### config.mk
export PLATFORM = sky130hd
export DESIGN_NAME = hsvc_queue
export DESIGN_NICKNAME = d
export VERILOG_FILES = /design/src/hw/rtl/hsvc_pkg.sv /design/src/hw/rtl/hsvc_queue.sv
export SDC_FILE = /design/constraint.sdc
export NUM_CORES = 1
export LEC_CHECK = 0
export BUFFER_PORTS_ARGS = -buffer_cell sky130_fd_sc_hd__buf_2
export CAP_MARGIN = 20
export CORE_MARGIN = 1
export CORE_UTILIZATION = 45
export CTS_CLUSTER_SIZE = 10
export DETAILED_ROUTE_END_ITERATION = 10
export HOLD_SLACK_MARGIN = 0.15
export PLACE_DENSITY_LB_ADDON = 0.3
export SKIP_LAST_GASP = 1
export SYNTH_ARGS = -nofsm -noshare
export SYNTH_HDL_FRONTEND = slang
export SYNTH_SLANG_ARGS = --single-unit
export TNS_END_PERCENT = 1
### constraint.sdc
create_clock -name clk_i -period 5.1 [get_ports clk_i]
set_input_delay 0 -clock clk_i [delete_from_list [all_inputs] [get_ports clk_i]]
set_output_delay 0 -clock clk_i [all_outputs]
set_load 0.01 [all_outputs]
### src/hw/rtl/hsvc_pkg.sv
// Package for the HSV/RGB color converter: shared constants, types and helpers.
// Used by the front end, the queue, the back end and the top level.
package hsvc_pkg;

  localparam int unsigned FB = 16;
  localparam logic [16:0] ONE = 17'h10000;

  typedef enum logic {
    MODE_HSV2RGB = 1'b0,
    MODE_RGB2HSV = 1'b1
  } mode_e;

  // Conditioned item handed from the front end to the back end.
  typedef struct packed {
    mode_e       mode;
    logic [15:0] hue;
    logic [16:0] sat;
    logic [16:0] val;
    logic [7:0]  red;
    logic [7:0]  green;
    logic [7:0]  blue;
  } cond_t;

  localparam int unsigned CondW = $bits(cond_t);

  // Result of one conversion.
  typedef struct packed {
    logic [7:0]  red;
    logic [7:0]  green;
    logic [7:0]  blue;
    logic [15:0] hue;
    logic [16:0] sat;
    logic [16:0] val;
  } res_t;

  localparam int unsigned ResW = $bits(res_t);

  // Reciprocal table indexed by an 8-bit divisor i: floor(2^k / (mul * i)), zero at i = 0.
  // It is built once at elaboration, so it ends up as plain lookup logic.
  typedef logic [255:0][24:0] recip_tab_t;

  function automatic recip_tab_t recip_tab(input int unsigned k, input int unsigned mul);
    recip_tab_t t;
    t = '0;
    for (int unsigned i = 1; i < 256; i++) begin
      t[i] = 25'((64'd1 << k) / 64'(mul * i));
    end
    return t;
  endfunction

  // Hue divides by six times the spread, saturation divides by the maximum.
  localparam recip_tab_t RecipHue = recip_tab(27, 6);
  localparam recip_tab_t RecipSat = recip_tab(24, 1);

endpackage

### src/hw/rtl/hsvc_queue.sv
// Two-entry queue between the front and the back end.
// Depends on hsvc_pkg.
module hsvc_queue import hsvc_pkg::*; (
  input  logic  clk_i,
  input  logic  rst_ni,
  input  logic  valid_i,
  output logic  ready_o,
  input  cond_t item_i,
  output logic  valid_o,
  input  logic  ready_i,
  output cond_t item_o
);

  cond_t       mem_q [2];
  logic        wr_q, rd_q;
  logic [1:0]  cnt_q;
  logic        push, pop;

  assign ready_o = cnt_q != 2'd2;
  assign valid_o = cnt_q != 2'd0;
  assign push    = valid_i && ready_o;
  assign pop     = valid_o && ready_i;
  assign item_o  = mem_q[rd_q];

  always_ff @(posedge clk_i or negedge rst_ni) begin
    if (!rst_ni) begin
      wr_q  <= 1'b0;
      rd_q  <= 1'b0;
      cnt_q <= 2'd0;
    end else begin
      if (push) wr_q <= !wr_q;
      if (pop) rd_q <= !rd_q;
      cnt_q <= cnt_q + 2'(push) - 2'(pop);
    end
  end

  always_ff @(posedge clk_i) begin
    if (push) mem_q[wr_q] <= item_i;
  end

`ifndef ASSERT_OFF
  a_no_overflow: assert property (@(posedge clk_i) disable iff (!rst_ni)
    cnt_q != 2'd3) else $error("queue count out of range");
  a_full_blocks: assert property (@(posedge clk_i) disable iff (!rst_ni)
    (cnt_q == 2'd2) |-> !ready_o) else $error("full queue accepts");
  a_count_step: assert property (@(posedge clk_i) disable iff (!rst_ni)
    (push && !pop) |=> (cnt_q == $past(cnt_q) + 2'd1)) else $error("count slip");
`endif

endmodule

# After elaboration in Yosys (flattened, before gate mapping)
# Memory sizes are Yosys's and may differ from the RTL's.
# Cells that the tools add are included.
[classes] n_addsub=2 reduce_logical=5 eq_ne=1 muxes=2
[ops] cell="$add A2 B1 Y2" n=1
[ops] cell="$logic_and A1 B1 Y1" n=2
[ops] cell="$logic_not A1 Y1" n=2
[ops] cell="$mux W1" n=2
[ops] cell="$ne A2 B2 Y1 const B" n=1
[ops] cell="$reduce_bool A2 Y1" n=1
[ops] cell="$sub A2 B1 Y2" n=1
[totals] regBits=4 n_memories=1 input_bits=79 out_inout_bits=77 ram_bits=150 elab_cells=14
[mem_list] name="mem_q" depth=2 word_bits=75 read_ports=1 rd_clocked_by_memory_dff=0 write_ports=1 line_no="hsvc_queue.sv:14" text="cond_t mem_q [2];"

# Depth between registers and ports, before layout
[logic_depth] ltp_word=4 ltp_mapped=5 mapped_depth_nobuf=5

# Least setup slack after synthesis
# No wires, ideal clock.
[synth_timing] path_kind="register to register" from="register cnt_q[0]" to="memory mem_q[0][0] in the netlist's numbering, enable pin" period_less_slack_ps=4332 path_stages_with_launch=4 n_path_buf=0 setup_slack_ps=768 t_required_ps=4591 arrival_time_ps=3823 setup_ps=509 cell_sequence="dfrtp_1 > nand2b_1 > nand2_1 > nor2_1"
[synth_between] elab_chain_len=4
[synth_lines] element="from (decl)" line_no="hsvc_queue.sv:16" text="logic [1:0] cnt_q;"
[synth_lines] element="from (signal assigned)" line_no="hsvc_queue.sv:33" text="cnt_q <= cnt_q + 2'(push) - 2'(pop);"
[synth_lines] element="$ne A2 B2 Y1" line_no="hsvc_queue.sv:19" text="assign ready_o = cnt_q != 2'd2;"
[synth_lines] element="net ready_o" line_no="hsvc_queue.sv:7" text="output logic ready_o,"
[synth_lines] element="$logic_and A1 B1 Y1" line_no="hsvc_queue.sv:21" text="assign push = valid_i && ready_o;"
[synth_lines] element="$mux W1" line_no="hsvc_queue.sv:38" text="if (push) mem_q[wr_q] <= item_i;"
[synth_lines] element="$mux W1 (not written as such)" line_no="hsvc_queue.sv:38"
[synth_lines] element="to (decl)" line_no="hsvc_queue.sv:14"
# The timed path passes the listed nets, and every way through them passes these cells.

# Worst setup path in the final report
[layout_timing] from="register cnt_q[0]" to="memory mem_q[0][59] in the netlist's numbering, enable pin"
[layout_between] elab_chain_len=4
[layout_lines] element="$ne A2 B2 Y1" line_no="hsvc_queue.sv:19"
[layout_lines] element="$logic_and A1 B1 Y1" line_no="hsvc_queue.sv:21"
[layout_lines] element="$mux W1" line_no="hsvc_queue.sv:38"
[layout_lines] element="$mux W1 (not written as such)" line_no="hsvc_queue.sv:38"
# Every way passes these cells.

==> impl_metrics.yaml <==
power_and_ir_drop:
  p_comb_share_pct: 26.9
  finalPower_mw: 4.06
  irDropWorstVdd_v: 0.000438
  p_seq_share_pct: 47.5
  p_sw_share_pct: 28.3
  power.density_nw_per_um2: 516
  power.share.clock_pct: 25.6
  intPower_mw: 2.91
  p_leak_nw: 2.96
  p_sw_mw: 1.15
sta:
  final_hold_viol_count: 0
  clock_skew_ns: 0.0111
  max_freq_ghz: 0.396
  grt_setup_unrepaired: "no"
  min_period_over_period_pct: 49.6
  maxSlewHeadroom_pct: 29.6
  slew_viol_final: 0
  period_needed_ns: 2.53
  tns_ns: 0
  tightest_slew_ns: 1.06
  finalSetupViolations: 0
clock_tree:
  cts_setup_buffers: 0
  clock-sinks: 154
  cts_buffer_depth: 2
  cts_tree: "done"
  cts.clk_slew.worst_paths_ns: 0.06
  clock_latency_ns: 0.42
  cts_buffers: 17
  cts_max_level: 4
  cts_root_buffer: "clkbuf_16"
run:
  drv_cap: 0
placement:
  place_hpwl_um: 5880
  gp_congestion: 0.705
  portBuffers: 155
layout:
  num-nets-final: 581
  num_antenna_cells: 0
  synthToLayoutAreaGrowth_pct: 39.3
  fillers: 895
  layout.cells.most_common: "buf_2"
  drive_above_1_share_pct: 49.4
  final_cell_mix: "buf_2 (155), edfxtp_1 (150), dlygate4sd3_1 (79)"
synth:
  ys_warn_count: 0
  synth_area_leaders: "edfxtp_1 (80%), mux2_2 (15%), dfrtp_1 (1.8%)"
  avgSynthCellArea_um2: 22.1
  ys_seq_area_share_pct: 81.7
  ys_ff_latch: 154
  syn_inst: 255
  synth.distinct_cells: 19
  synth_top_area_share_pct: 79.9
  syn-cell-area_um2: 5640
  yosysTopAreaCell: "edfxtp_1"
  synthesis.nets: 335
drt:
  num_vias: 3204
  wl_per_cell_um: 15.8
  ant_nets: 0
  met3_length_um: 705
  vias_per_cell: 4.70
  top_layer_used: "met4"
  drt-met1-wl_um: 4530
  drt-pass1-iter-count: 4
  drc_errors: 0
  route.met2.wl_um: 5350
  finalWirelength_um: 10700
  drt_iter0_drc: 114
floorplanning:
  io_pins: 156
  core_um2: 12100
  die_w_um: 114
  die-area_um2: 13000
  initial_core_util_pct: 46.6
  row_count: 40
  fp.dieH_um: 114
min_path:
  hold_path.class: "input port to register"
  min-delay-start: "item_i[13]"
  whs_path_depth: 2
  hold_end: "mem_q[1][13]$_DFFE_PP_"
setup_path:
  r2r_end: "mem_q[0][59]$_DFFE_PP_"
  required_ns: 5.14
  crit_path_max_incr_delay_ns: 0.75
  reg2reg_slack_ns: 2.57
  worstPathArrival_ns: 2.57
  cp_slowest_cell: "nor2_4"
  cp_cell_sequence: "nand2b_1 -> nand2_1 -> nor2_4 -> buf_4"
  r2r-start: "cnt_q[0]$_DFF_PN0_"
  worstSetupStartpointType: "register"
  cp-end-kind: "register"
  path_class: "register to register"
  r2r_cells: 4
  worst-path-max-fanout: 44
grt:
  grt_pass1_wl_um: 16300
  grt_overflow: 0
  grt_pass1_vias: 3342
  grt_usage_pct: 17.1
  grt_max_degree: 77
  antenna_found_initial: 0
status:
  outcome: "complete, no violations"
==> repair_timing <==
action	4_1_cts	5_1_grt
hold buffers	79	0
hold endpoints to repair	158	0
gates resized for setup	0	0
==> flip-flops by register name (all words and copies together) (netlist names) <==
name   cells
wr_q       1
cnt_q      2
rd_q       1
mem_q    150
==> synth_stat cells <==
library cell  instances
nand2_1               2
or2_2                 1
mux2_2               75
nor2b_1               1
buf_2                 3
buf_6                 4
nand2b_1              1
and3_2                1
xnor2_1               3
dfrtp_1               4
nand3_1               1
ha_1                  1
o21ai_0               1
buf_4                 1
o21ba_2               1
edfxtp_1            150
nor4bb_1              1
nor2_1                3
a311oi_1              1
==> critical path: cells and delay by family (launching register included) <==
kind | cells | cell delay [ns]
and+or+nand+nor | 3 | 1.06
buffers and inverters | 1 | 0.65
DFF | 1 | 0.42
==> logic make-up after synthesis <==
kind of cell / Yosys count / synth area share, %
AO/OA/AOI/OAI: 3 / 0.422
XOR/XNOR: 3 / 0.466
adder cells (fa/ha/maj): 1 / 0.222
buffers and inverters: 8 / 1.20
flip-flops: 154 / 81.7
multiplexers: 75 / 15.0
AND/OR/NAND/NOR: 11 / 1.07
==> worst max-delay path by stage <==
| stage | from | end | slack, ns | cells past startpoint |
|---|---|---|---|---|
| 2_1_floorplan | cnt_q[0]$_DFF_PN0_ | mem_q[0][0]$_DFFE_PP_ | 0.77 | 3 |
| 3_3_place_gp | cnt_q[0]$_DFF_PN0_ | mem_q[0][18]$_DFFE_PP_ | 2.61 | 4 |
| 3_5_place_dp | cnt_q[0]$_DFF_PN0_ | mem_q[0][18]$_DFFE_PP_ | 2.56 | 4 |
| 4_1_cts | cnt_q[0]$_DFF_PN0_ | mem_q[0][28]$_DFFE_PP_ | 2.54 | 4 |
| 5_1_grt | cnt_q[0]$_DFF_PN0_ | mem_q[0][60]$_DFFE_PP_ | 2.34 | 4 |
| 6_report | cnt_q[0]$_DFF_PN0_ | mem_q[0][59]$_DFFE_PP_ | 2.57 | 4 |
==> power by group through the flow <==
stage	Clock (mW)	Combinational (mW)	Sequential, mW
3_3_place_gp	0	1.04	1.94
2_1_floorplan	0	0.783	1.82
6_report	1.04	1.09	1.93
3_5_place_dp	0	1.04	1.96
4_1_cts	1.06	1.10	1.93
5_1_grt	1.11	1.18	1.97
==> metal layers <==
layer  track usage (%)  vias up
met5                 0        -
met4              8.05        0
met3              5.58       15
met2              28.7      128
met1              20.0     1552
li1                  -     1509
==> per-stage QoR <==
stage / hold slack [ns] / utilization, % / instances / setup WS, ns / instance area [um^2]
after floorplan: -0.296 / - / 255 / 0.768 / 5640
after global placement: -0.192 / 54.3 / 571 / 2.61 / 6580
after detailed placement: -0.186 / 54.3 / 571 / 2.56 / 6580
after CTS: 0.282 / 64.8 / 682 / 2.54 / 7850
after global routing: 0.299 / 64.8 / 682 / 2.34 / 7850
final: 0.302 / 64.8 / 682 / 2.57 / 7850
==> area by class of cell <==
cell class	count	area (um^2)	share of cell area (%)
multi-input combinational	93	978	12.5
sequential	154	4610	58.7
timing repair buffer	235	1570	20.0
tap	168	210	2.68
clock buffer	26	459	5.85
clock inverter	6	23.8	0.303
Power figures use the tool's default switching activity.
