<file path="config.mk">
export PLATFORM = sky130hd
export DESIGN_NAME = hsvc_front
export DESIGN_NICKNAME = d
export VERILOG_FILES = /design/src/hw/rtl/hsvc_pkg.sv /design/src/hw/rtl/hsvc_front.sv
export SDC_FILE = /design/constraint.sdc
export NUM_CORES = 1
export LEC_CHECK = 0
export BUFFER_PORTS_ARGS = -buffer_cell sky130_fd_sc_hd__buf_2
export CORE_MARGIN = 1
export CORE_UTILIZATION = 47
export DETAILED_ROUTE_END_ITERATION = 8
export HOLD_SLACK_MARGIN = 0.03
export PLACE_DENSITY = 0.94
export SLEW_MARGIN = 20
export SYNTH_ARGS = -nofsm -noshare
export SYNTH_HDL_FRONTEND = slang
export SYNTH_SLANG_ARGS = --single-unit
</file>
<file path="constraint.sdc">
create_clock -name clk_i -period 4 [get_ports clk_i]
set_clock_uncertainty 0.1 [all_clocks]
set_input_delay 0.2 -clock clk_i [delete_from_list [all_inputs] [get_ports clk_i]]
set_output_delay 0.2 -clock clk_i [all_outputs]
set_load 0.02 [all_outputs]
</file>
<file path="src/hw/rtl/hsvc_pkg.sv">
// Package for the HSV/RGB color converter: shared constants, types and helpers.
// Used by the front end, the queue, the back end and the top level.
package hsvc_pkg;

  localparam int unsigned FB = 16;
  localparam logic [16:0] ONE = 17'h10000;

  typedef enum logic {
    MODE_HSV2RGB = 1'b0,
    MODE_RGB2HSV = 1'b1
  } mode_e;

  // Conditioned item handed from the front end to the back end.
  typedef struct packed {
    mode_e       mode;
    logic [15:0] hue;
    logic [16:0] sat;
    logic [16:0] val;
    logic [7:0]  red;
    logic [7:0]  green;
    logic [7:0]  blue;
  } cond_t;

  localparam int unsigned CondW = $bits(cond_t);

  // Result of one conversion.
  typedef struct packed {
    logic [7:0]  red;
    logic [7:0]  green;
    logic [7:0]  blue;
    logic [15:0] hue;
    logic [16:0] sat;
    logic [16:0] val;
  } res_t;

  localparam int unsigned ResW = $bits(res_t);

  // Reciprocal table indexed by an 8-bit divisor i: floor(2^k / (mul * i)), zero at i = 0.
  // It is built once at elaboration, so it ends up as plain lookup logic.
  typedef logic [255:0][24:0] recip_tab_t;

  function automatic recip_tab_t recip_tab(input int unsigned k, input int unsigned mul);
    recip_tab_t t;
    t = '0;
    for (int unsigned i = 1; i < 256; i++) begin
      t[i] = 25'((64'd1 << k) / 64'(mul * i));
    end
    return t;
  endfunction

  // Hue divides by six times the spread, saturation divides by the maximum.
  localparam recip_tab_t RecipHue = recip_tab(27, 6);
  localparam recip_tab_t RecipSat = recip_tab(24, 1);

endpackage

</file>
<file path="src/hw/rtl/hsvc_front.sv">
// Front end: conditions one input item (hue fraction, clamps) into a register.
// Depends on hsvc_pkg.
module hsvc_front import hsvc_pkg::*; (
  input  logic        clk_i,
  input  logic        rst_ni,
  input  logic        valid_i,
  output logic        ready_o,
  input  logic        mode_i,
  input  logic [23:0] hue_i,
  input  logic [23:0] sat_i,
  input  logic [23:0] val_i,
  input  logic [15:0] red_i,
  input  logic [15:0] green_i,
  input  logic [15:0] blue_i,
  output logic        valid_o,
  input  logic        ready_i,
  output cond_t       item_o
);

  logic  valid_q, valid_d;
  cond_t item_q, item_d;
  logic  [23:0] hue_abs;

  function automatic logic [16:0] clamp_q(input logic [23:0] x);
    logic [16:0] r;
    if (x[23]) r = '0;
    else if (x[22:0] > 23'(ONE)) r = ONE;
    else r = x[16:0];
    return r;
  endfunction

  function automatic logic [7:0] clamp_ch(input logic [15:0] x);
    logic [7:0] r;
    if (x[15]) r = '0;
    else if (x[14:8] != '0) r = 8'hFF;
    else r = x[7:0];
    return r;
  endfunction

  assign ready_o = !valid_q || ready_i;
  assign hue_abs = hue_i[23] ? (~hue_i + 24'd1) : hue_i;

  always_comb begin
    item_d = '0;
    item_d.mode = mode_e'(mode_i);
    if (mode_i == MODE_HSV2RGB) begin
      item_d.hue = hue_abs[15:0];
      item_d.sat = clamp_q(sat_i);
      item_d.val = clamp_q(val_i);
    end else begin
      item_d.red   = clamp_ch(red_i);
      item_d.green = clamp_ch(green_i);
      item_d.blue  = clamp_ch(blue_i);
    end
    valid_d = valid_q;
    if (ready_o) valid_d = valid_i;
  end

  always_ff @(posedge clk_i or negedge rst_ni) begin
    if (!rst_ni) begin
      valid_q <= 1'b0;
    end else begin
      valid_q <= valid_d;
    end
  end

  always_ff @(posedge clk_i) begin
    if (ready_o && valid_i) item_q <= item_d;
  end

  assign valid_o = valid_q;
  assign item_o  = item_q;

endmodule

</file>
[Yosys cells after proc, flatten, opt, wreduce, memory -nomap -nowiden]
Index checks and enable logic that the tools add are counted.
Storage, ports and cells
  flip-flop bits (word level): 76
  logic and storage cells: 34
  output and inout port bits: 77
  input port bits: 125
Cells by class
  order comparisons: 2
  mux-type cells: 6
  add/subtract/negate cells: 1
  reduce and logical (&&, ||, !) cells: 13
  bitwise gates (word level): 2
Operators with widths (count)
  $gt 23x17->1 const B: 2
  $mux 17: 2
  $mux 8: 3
  $reduce_bool 7->1: 3
  $add 16x1->16 const B: 1
  $mux 16: 1
  $not 16->16: 1
  $reduce_or 2->1: 5
  $reduce_or 3->1: 2
  $logic_and 1x1->1: 1
  $logic_not 1->1: 1
  $logic_or 1x1->1: 1
  $not 1->1: 1

[Depth between registers and ports, before layout]
Gate-level depths: netlist (run 1).
  depth after elaboration: 3
  gate-level depth with buffers: 6
  gate-level depth less buffers: 6

[Worst setup path before layout (run 1)]
No wires, ideal clock.
  path type: register -> register
  start: reg valid_q (netlist: valid_o)
  end: reg item_q, in the netlist item_o[0] (enable)
  required time: 3.459 ns
  setup time: 0.441 ns
  cell stages (with the launch flop): 3
  data arrival time: 2.498 ns
  buffers on the path: 0
  path slack: 0.961 ns
  clock period less this slack: 3.039 ns
  path through: dfrtp_1 nand2b_1 and2_1
Between the ends
  longest elaborated chain between the ends: 3
Ends and longest elaborated chain
  start, declared: line hsvc_front.sv:20  | logic valid_q, valid_d;
  start signal, assigned: line hsvc_front.sv:63  | valid_q <= valid_d;
  $logic_not 1->1: line hsvc_front.sv:40  | assign ready_o = !valid_q || ready_i;
  $logic_or 1x1->1: line hsvc_front.sv:40
  named net ready_o: line hsvc_front.sv:7  | output logic ready_o,
  $logic_and 1x1->1: line hsvc_front.sv:68  | if (ready_o && valid_i) item_q <= item_d;
  end signal, assigned: line hsvc_front.sv:68
  end, declared: line hsvc_front.sv:21  | cond_t item_q, item_d;
The timed path passes the listed nets, and every way through them passes these cells.
A chain may end at the register's enable or synchronous reset.

[Worst setup path after layout (run 1)]
  start: reg valid_q (netlist: valid_o)
  end: reg item_q, in the netlist item_o[51] (enable)
Between the ends
  longest elaborated chain between the ends: 3
Ends and longest elaborated chain (line)
  $logic_not 1->1: hsvc_front.sv:40
  $logic_or 1x1->1: hsvc_front.sv:40
  $logic_and 1x1->1: hsvc_front.sv:68
Every way passes these cells.

==> results of run 1 <==
[state kept, by name (all words and copies together), names as in the netlist]
name     cells
item_o      75
valid_o      1
[repair_timing]
action,CTS,global route
hold endpoints to repair,2,1
hold buffers,2,1
endpoints found under the setup margin,0,0
[layer usage]
| layer | GRT usage, % | part of all wire, % | vias to the layer above |
|---|---|---|---|
| met5 | 0 | 0 | - |
| met4 | 7.12 | 1.5 | 0 |
| met3 | 6.16 | 5.9 | 10 |
| met2 | 38.7 | 55 | 112 |
| met1 | 22.7 | 38 | 1237 |
| li1 | - | - | 1283 |
[Yosys cell counts, types with 3 or more instances]
cell	number	area [um^2]
o21a_1	24	180
nor2_1	21	78.8
xor2_1	12	105
nor3_1	5	25.0
o31ai_1	4	30.0
clkbuf_1	4	15.0
nand2_1	5	18.8
nor2b_1	4	25.0
nor4_1	13	81.3
edfxtp_1	75	2250
o41ai_2	5	81.3
or3_1	3	18.8
and2_1	33	206
[metrics by stage]
step	setup slack (ps)	util (%)	instances
2_1_floorplan	961	-	236
3_3_place_gp	1950	64.5	517
3_5_place_dp	1900	64.5	517
4_1_cts	2180	68.6	534
5_1_grt	2110	68.7	535
6_report	2170	68.7	535
[power breakdown]
group	total [mW]	switching, mW	internal (mW)	leakage, nW
clock network	0.752	0.276	0.476	0.129
logic	0.244	0.147	0.0972	1.15
registers	0.932	0.00946	0.922	0.755
total	1.93	0.432	1.50	2.04
[worst reg2reg max path, cell delays in order (launching register included)]
cell	delay, ps
dfrtp_1	390
nand2b_1	120
and2_4	770
[worst max-delay path by stage]
stage	endpoint	depth (start not counted)	startpoint
5_1_grt	item_o[45]$_SDFFCE_PP0P_	2	valid_o$_DFFE_PN0N_
2_1_floorplan	item_o[0]$_SDFFCE_PP0P_	2	valid_o$_DFFE_PN0N_
4_1_cts	item_o[34]$_SDFFCE_PP0P_	2	valid_o$_DFFE_PN0N_
3_5_place_dp	item_o[72]$_SDFFCE_PP0P_	7	hue_i[0]
3_3_place_gp	item_o[70]$_SDFFCE_PP0P_	7	hue_i[0]
6_report	item_o[51]$_SDFFCE_PP0P_	2	valid_o$_DFFE_PN0N_
[logic make-up after synthesis]
kind of cell	Yosys count	synth area share (%)
flip-flops	76	67.3
AND/OR/NAND/NOR	94	15.7
AO/OA/AOI/OAI	39	11.0
buffers and inverters	11	1.70
adder cells (fa/ha/maj)	1	0.370
XOR/XNOR	14	3.62
multiplexers	1	0.296
[cell type report]
cell class	instances	area, um^2
Multi-Input combinational cell	149	1050
Timing Repair Buffer	197	1000
Sequential cell	76	2280
Tap cell	96	120
Clock buffer	9	124
Fill cell	505	2150
Inverter	2	7.51
Clock inverter	6	138
==> impl_results.md, run 1 <==
* Status: finished, final reports clean
* H-tree depth at 3
* Setup Buffers After CTS at 0
* Mapped Nets at 362
* Crit path cell chain: nand2b_1 -> and2_4
* Post-Syn Area at 3380 um^2
* Layout Area Growth over Synthesis at 39.4%
* WP data required at 3850 ps
* Worst slew pin tran at 952 ps
* Initial antenna violation count at 0
* I/O pin cnt at 202
* Num CTS Buffers at 9
* Peak Freq at 548 MHz
* Diode count at 0
* CP startpoint kind: flop
* PortBufs at 194
* Die height at 86.9 um
* Tot Pwr at 1.93 mW
* Initial drt markers at 88
* Maximum fanout along the worst path at 75
* CP max-delay cell: and2_4
* # resized after CTS at 0
* Hold Crit Depth at 2
* Setup TNS at 0 ps
* Die Width at 86.9 um
* Crit path largest cell delay at 770 ps
* Synth Flop Type: edfxtp_1
* P per Cell Area at 409 nW/um^2
* Vias in the first global route at 2,529
* First-pass GRT wire length at 11,800 um
* Total core area at 6870 um^2
* Register area share after synthesis at 67.3%
* Final Setup Violations at 0
* # nets final at 561
* DR WL/cell at 14.9 um
* Asr flop ratio synth at 1.32%
* Share of layout cells above drive strength 1 at 50.3%
* Clk sink count at 76
* Pins Over Slew Limit at 0
* Reg2reg end: item_o[51]$_SDFFCE_PP0P_
* Hold WS at 49.1 ps
* Commonest non-fill, non-tap cell in the layout: buf_2
* Maxcap violations at 0
* Via count at 2,642
* FF-to-FF path depth at 2
* Die area at 7540 um^2
* Yosys cell types at 31
* Worst setup EP type: flop
* Delay-heaviest family, CP: simple AND/OR/NAND/NOR gates
* Cells after Synth at 236
* Remaining Overflow, GRT at 0
* RSZ-0062 raised after global routing: no
* Leading cell types in the layout, fill and taps excluded: buf_2 (194), edfxtp_1 (75), and2_1 (32), o21a_1 (24), nor2_1 (21)
* Hold Path Sink: item_o[53]$_SDFFCE_PP0P_
* Reg2reg start: valid_o$_DFFE_PN0N_
* Worst-case clock buffer depth at 2
* CP Buf/Inv Count at 0
* Flops & latches, synth at 76
* Peak VDD IR at 0.218 mV
* GRT Util Overall at 20.9%
* Gpl congestion at 0.755
* Detailed-route DRC error count at 0
* Number of synthesized flops with an enable pin at 75
* Total Wirelength at 7960 um
* Min-Delay Path Class: in2reg
* Slew HR at 36.6%
* Setup Crit Path Kind: reg2reg
* Cell Area, Placed at 4430 um^2
* Syn. warnings at 0
* Clk Tree Root Cell: clkbuf_8
* CTS tree: built
* DRT Pass-1 Iters at 4
* Reg clk slew, reported paths at 90 ps
* Final Cycle Share at 45.7%
* Starting Density at 49.3%
* Fin. Hold Viols at 0
* Routed Antenna Nets at 0
* Final min period at 1830 ps
* Core Rows at 30
* Clk_lat worst skew at 330 ps
* Reg-to-reg slack, setup at 2170 ps
* Leakage power at 2.04 nW
* Pin count of the biggest net entering global routing at 76
* Design area at 4720 um^2
* Syn Area/Cell at 14.3 um^2
* Min-delay src: sat_i[12]
* Post-DP HPWL at 6060 um
* Arr. time, crit path at 1680 ps
* Vias per cell at 4.94
Note: power is estimated with default switching activity, not from simulation.
==> inputs of run 2 (changes only) <==
--- a/config.mk
+++ b/config.mk
@@ -7,10 +7,10 @@
 export LEC_CHECK = 0
 export BUFFER_PORTS_ARGS = -buffer_cell sky130_fd_sc_hd__buf_2
 export CORE_MARGIN = 1
-export CORE_UTILIZATION = 47
+export CORE_UTILIZATION = 39
 export DETAILED_ROUTE_END_ITERATION = 8
 export HOLD_SLACK_MARGIN = 0.03
-export PLACE_DENSITY = 0.94
+export PLACE_DENSITY = 0.84
 export SLEW_MARGIN = 20
 export SYNTH_ARGS = -nofsm -noshare
 export SYNTH_HDL_FRONTEND = slang
==> constraint.sdc (replaced) <==
create_clock -name clk_i -period 1.65 [get_ports clk_i]
set_clock_uncertainty 0.1 [all_clocks]
set_input_delay 0.0825 -clock clk_i [delete_from_list [all_inputs] [get_ports clk_i]]
set_output_delay 0.0825 -clock clk_i [all_outputs]
set_load 0.02 [all_outputs]
==> impl_results.md, run 2 (same netlist as run 1, synthesis figures left out) <==
* Met2 usage at 38.4%
* Detailed-route DRC error count at 0
* Layout Area Growth over Synthesis at 63.4%
* Die height at 95.2 um
* Setup Crit Path Kind: in2reg
* CP startpoint kind: input pin
* DR WL/cell at 15.5 um
* Peak Freq at 659 MHz
* Design area at 5530 um^2
* Diode count at 0
* Met3 usage at 3.67%
* Starting Density at 40.8%
* Arr. time, crit path at 1500 ps
* Clk sink count at 76
* Post-layout util at 66.6%
* Maximum fanout along the worst path at 5
* H-tree depth at 3
* Num CTS Buffers at 9
* Crit path largest cell delay at 500 ps
* Initial drt markers at 53
* Pins Over Slew Limit at 0
* I/O pin cnt at 202
* Maxcap violations at 0
* Final min period at 1520 ps
* M1 GR Usage at 22.7%
* Worst setup EP type: flop
* PortBufs at 194
* Leakage power at 2.39 nW
* CP Buf/Inv Count at 2
* Total core area at 8300 um^2
* Cell Area, Placed at 4590 um^2
* Pre-CTS setup slack at -217 ps
* Routed Antenna Nets at 0
* Commonest non-fill, non-tap cell in the layout: buf_2
* Vias in the first global route at 3,055
* Gpl congestion at 0.820
* CP max-delay cell: or4b_4
* CTS tree: built
* Post-DP HPWL at 6490 um
* GRT Util Overall at 21.0%
* Peak VDD IR at 0.425 mV
* Vias per cell at 4.88
* RSZ-0062 raised after global routing: no
* Die Width at 95.2 um
* Setup Buffers After CTS at 0
* Via count at 3,046
* Min-Delay Path Class: in2reg
* Slew HR at 63.9%
* Final worst slack at 132 ps
* # nets final at 641
* Clk_lat worst skew at 330 ps
* Final Setup Violations at 0
* Status: finished, final reports clean
* Final Cycle Share at 92.0%
* Reg clk slew, reported paths at 80 ps
* DRT Pass-1 Iters at 4
* Leading cell types in the layout, fill and taps excluded: buf_2 (194), edfxtp_1 (75), dlygate4sd3_1 (68), and2_1 (32), o21a_1 (24)
* WP data required at 1630 ps
* First-pass GRT wire length at 14,300 um
* Core Rows at 33
* Setup TNS at 0 ps
* Crit path cell chain: buf_2 -> inv_2 -> ha_2 -> or4b_4 -> o41ai_2 -> xor2_1 -> nor2_1
* Die area at 9050 um^2
* Share of layout cells above drive strength 1 at 46.4%
* Fin. Hold Viols at 0
* Delay-heaviest family, CP: simple AND/OR/NAND/NOR gates
* Initial antenna violation count at 0
* P per Cell Area at 881 nW/um^2
* Tot Pwr at 4.87 mW
* Most Crowded Layer GR: met2
* Worst slew pin tran at 540 ps
* Total Wirelength at 9640 um
* Remaining Overflow, GRT at 0
* Max FFs per register at 75
* Clk Tree Root Cell: clkbuf_8
* Worst-case clock buffer depth at 2
* Pin count of the biggest net entering global routing at 42
==> run 2: cell types whose count changed in the layout (fill, tap and decap cells not counted), sizes merged <==
cell / previous run / this run
buf: 194 / 209
dlygate4sd3: 3 / 68
==> run 2: power breakdown <==
| part | switching, mW | internal (mW) |
|---|---|---|
| Sequential | 0.0267 | 2.23 |
| Clock | 0.691 | 1.16 |
| Combinational | 0.396 | 0.368 |
==> run 2: per-layer routing <==
| layer | routed length (um) | part of all wire, % |
|---|---|---|
| met4 | 404 | 4.2 |
| met3 | 495 | 5.1 |
| met1 | 3570 | 37 |
| met5 | 0 | 0 |
| met2 | 5170 | 54 |
==> run 2: final timing paths <==
path / start / endpoint / slack (ps) / cells past startpoint
hold / removal: hue_i[7] / item_o[65]$_SDFFCE_PP0P_ / 50 / 3
hold reg to reg: valid_o$_DFFE_PN0N_ / item_o[68]$_SDFFCE_PP0P_ / 870 / 3
max in group asynchronous: rst_ni / valid_o$_DFFE_PN0N_ / 840 / 3
min in group asynchronous: rst_ni / valid_o$_DFFE_PN0N_ / 490 / 3
setup / recovery: hue_i[1] / item_o[70]$_SDFFCE_PP0P_ / 130 / 7
setup reg to reg: valid_o$_DFFE_PN0N_ / valid_o$_DFFE_PN0N_ / 290 / 3
==> run 2: worst reg2reg max path, delay by kind of cell (launching register included) <==
| family | cells | cell delay, ps |
|---|---|---|
| buf+inv | 1 | 580 |
| flops | 1 | 440 |
| simple gates | 2 | 130 |
==> run 2: per-stage QoR <==
stage | hold slack [ps] | cells
floorplan | -313 | 236
global placement | -242 | 541
detailed placement | -241 | 541
CTS | 40.3 | 624
global route | 39.1 | 624
finish | 47.7 | 624
==> run 2: what timing repair did <==
item	CTS	global route
hold buffers	68	0
gates resized for setup	0	0
hold endpoints to repair	66	0
==> run 2: layout make-up <==
| type | count | area (um^2) |
|---|---|---|
| timing repair buffer | 277 | 1790 |
| multi-input combinational | 149 | 1060 |
| clock inverter | 6 | 138 |
| tap | 105 | 131 |
| fill | 615 | 2770 |
| clock buffer | 9 | 124 |
| inverter | 2 | 7.51 |
| sequential | 76 | 2280 |
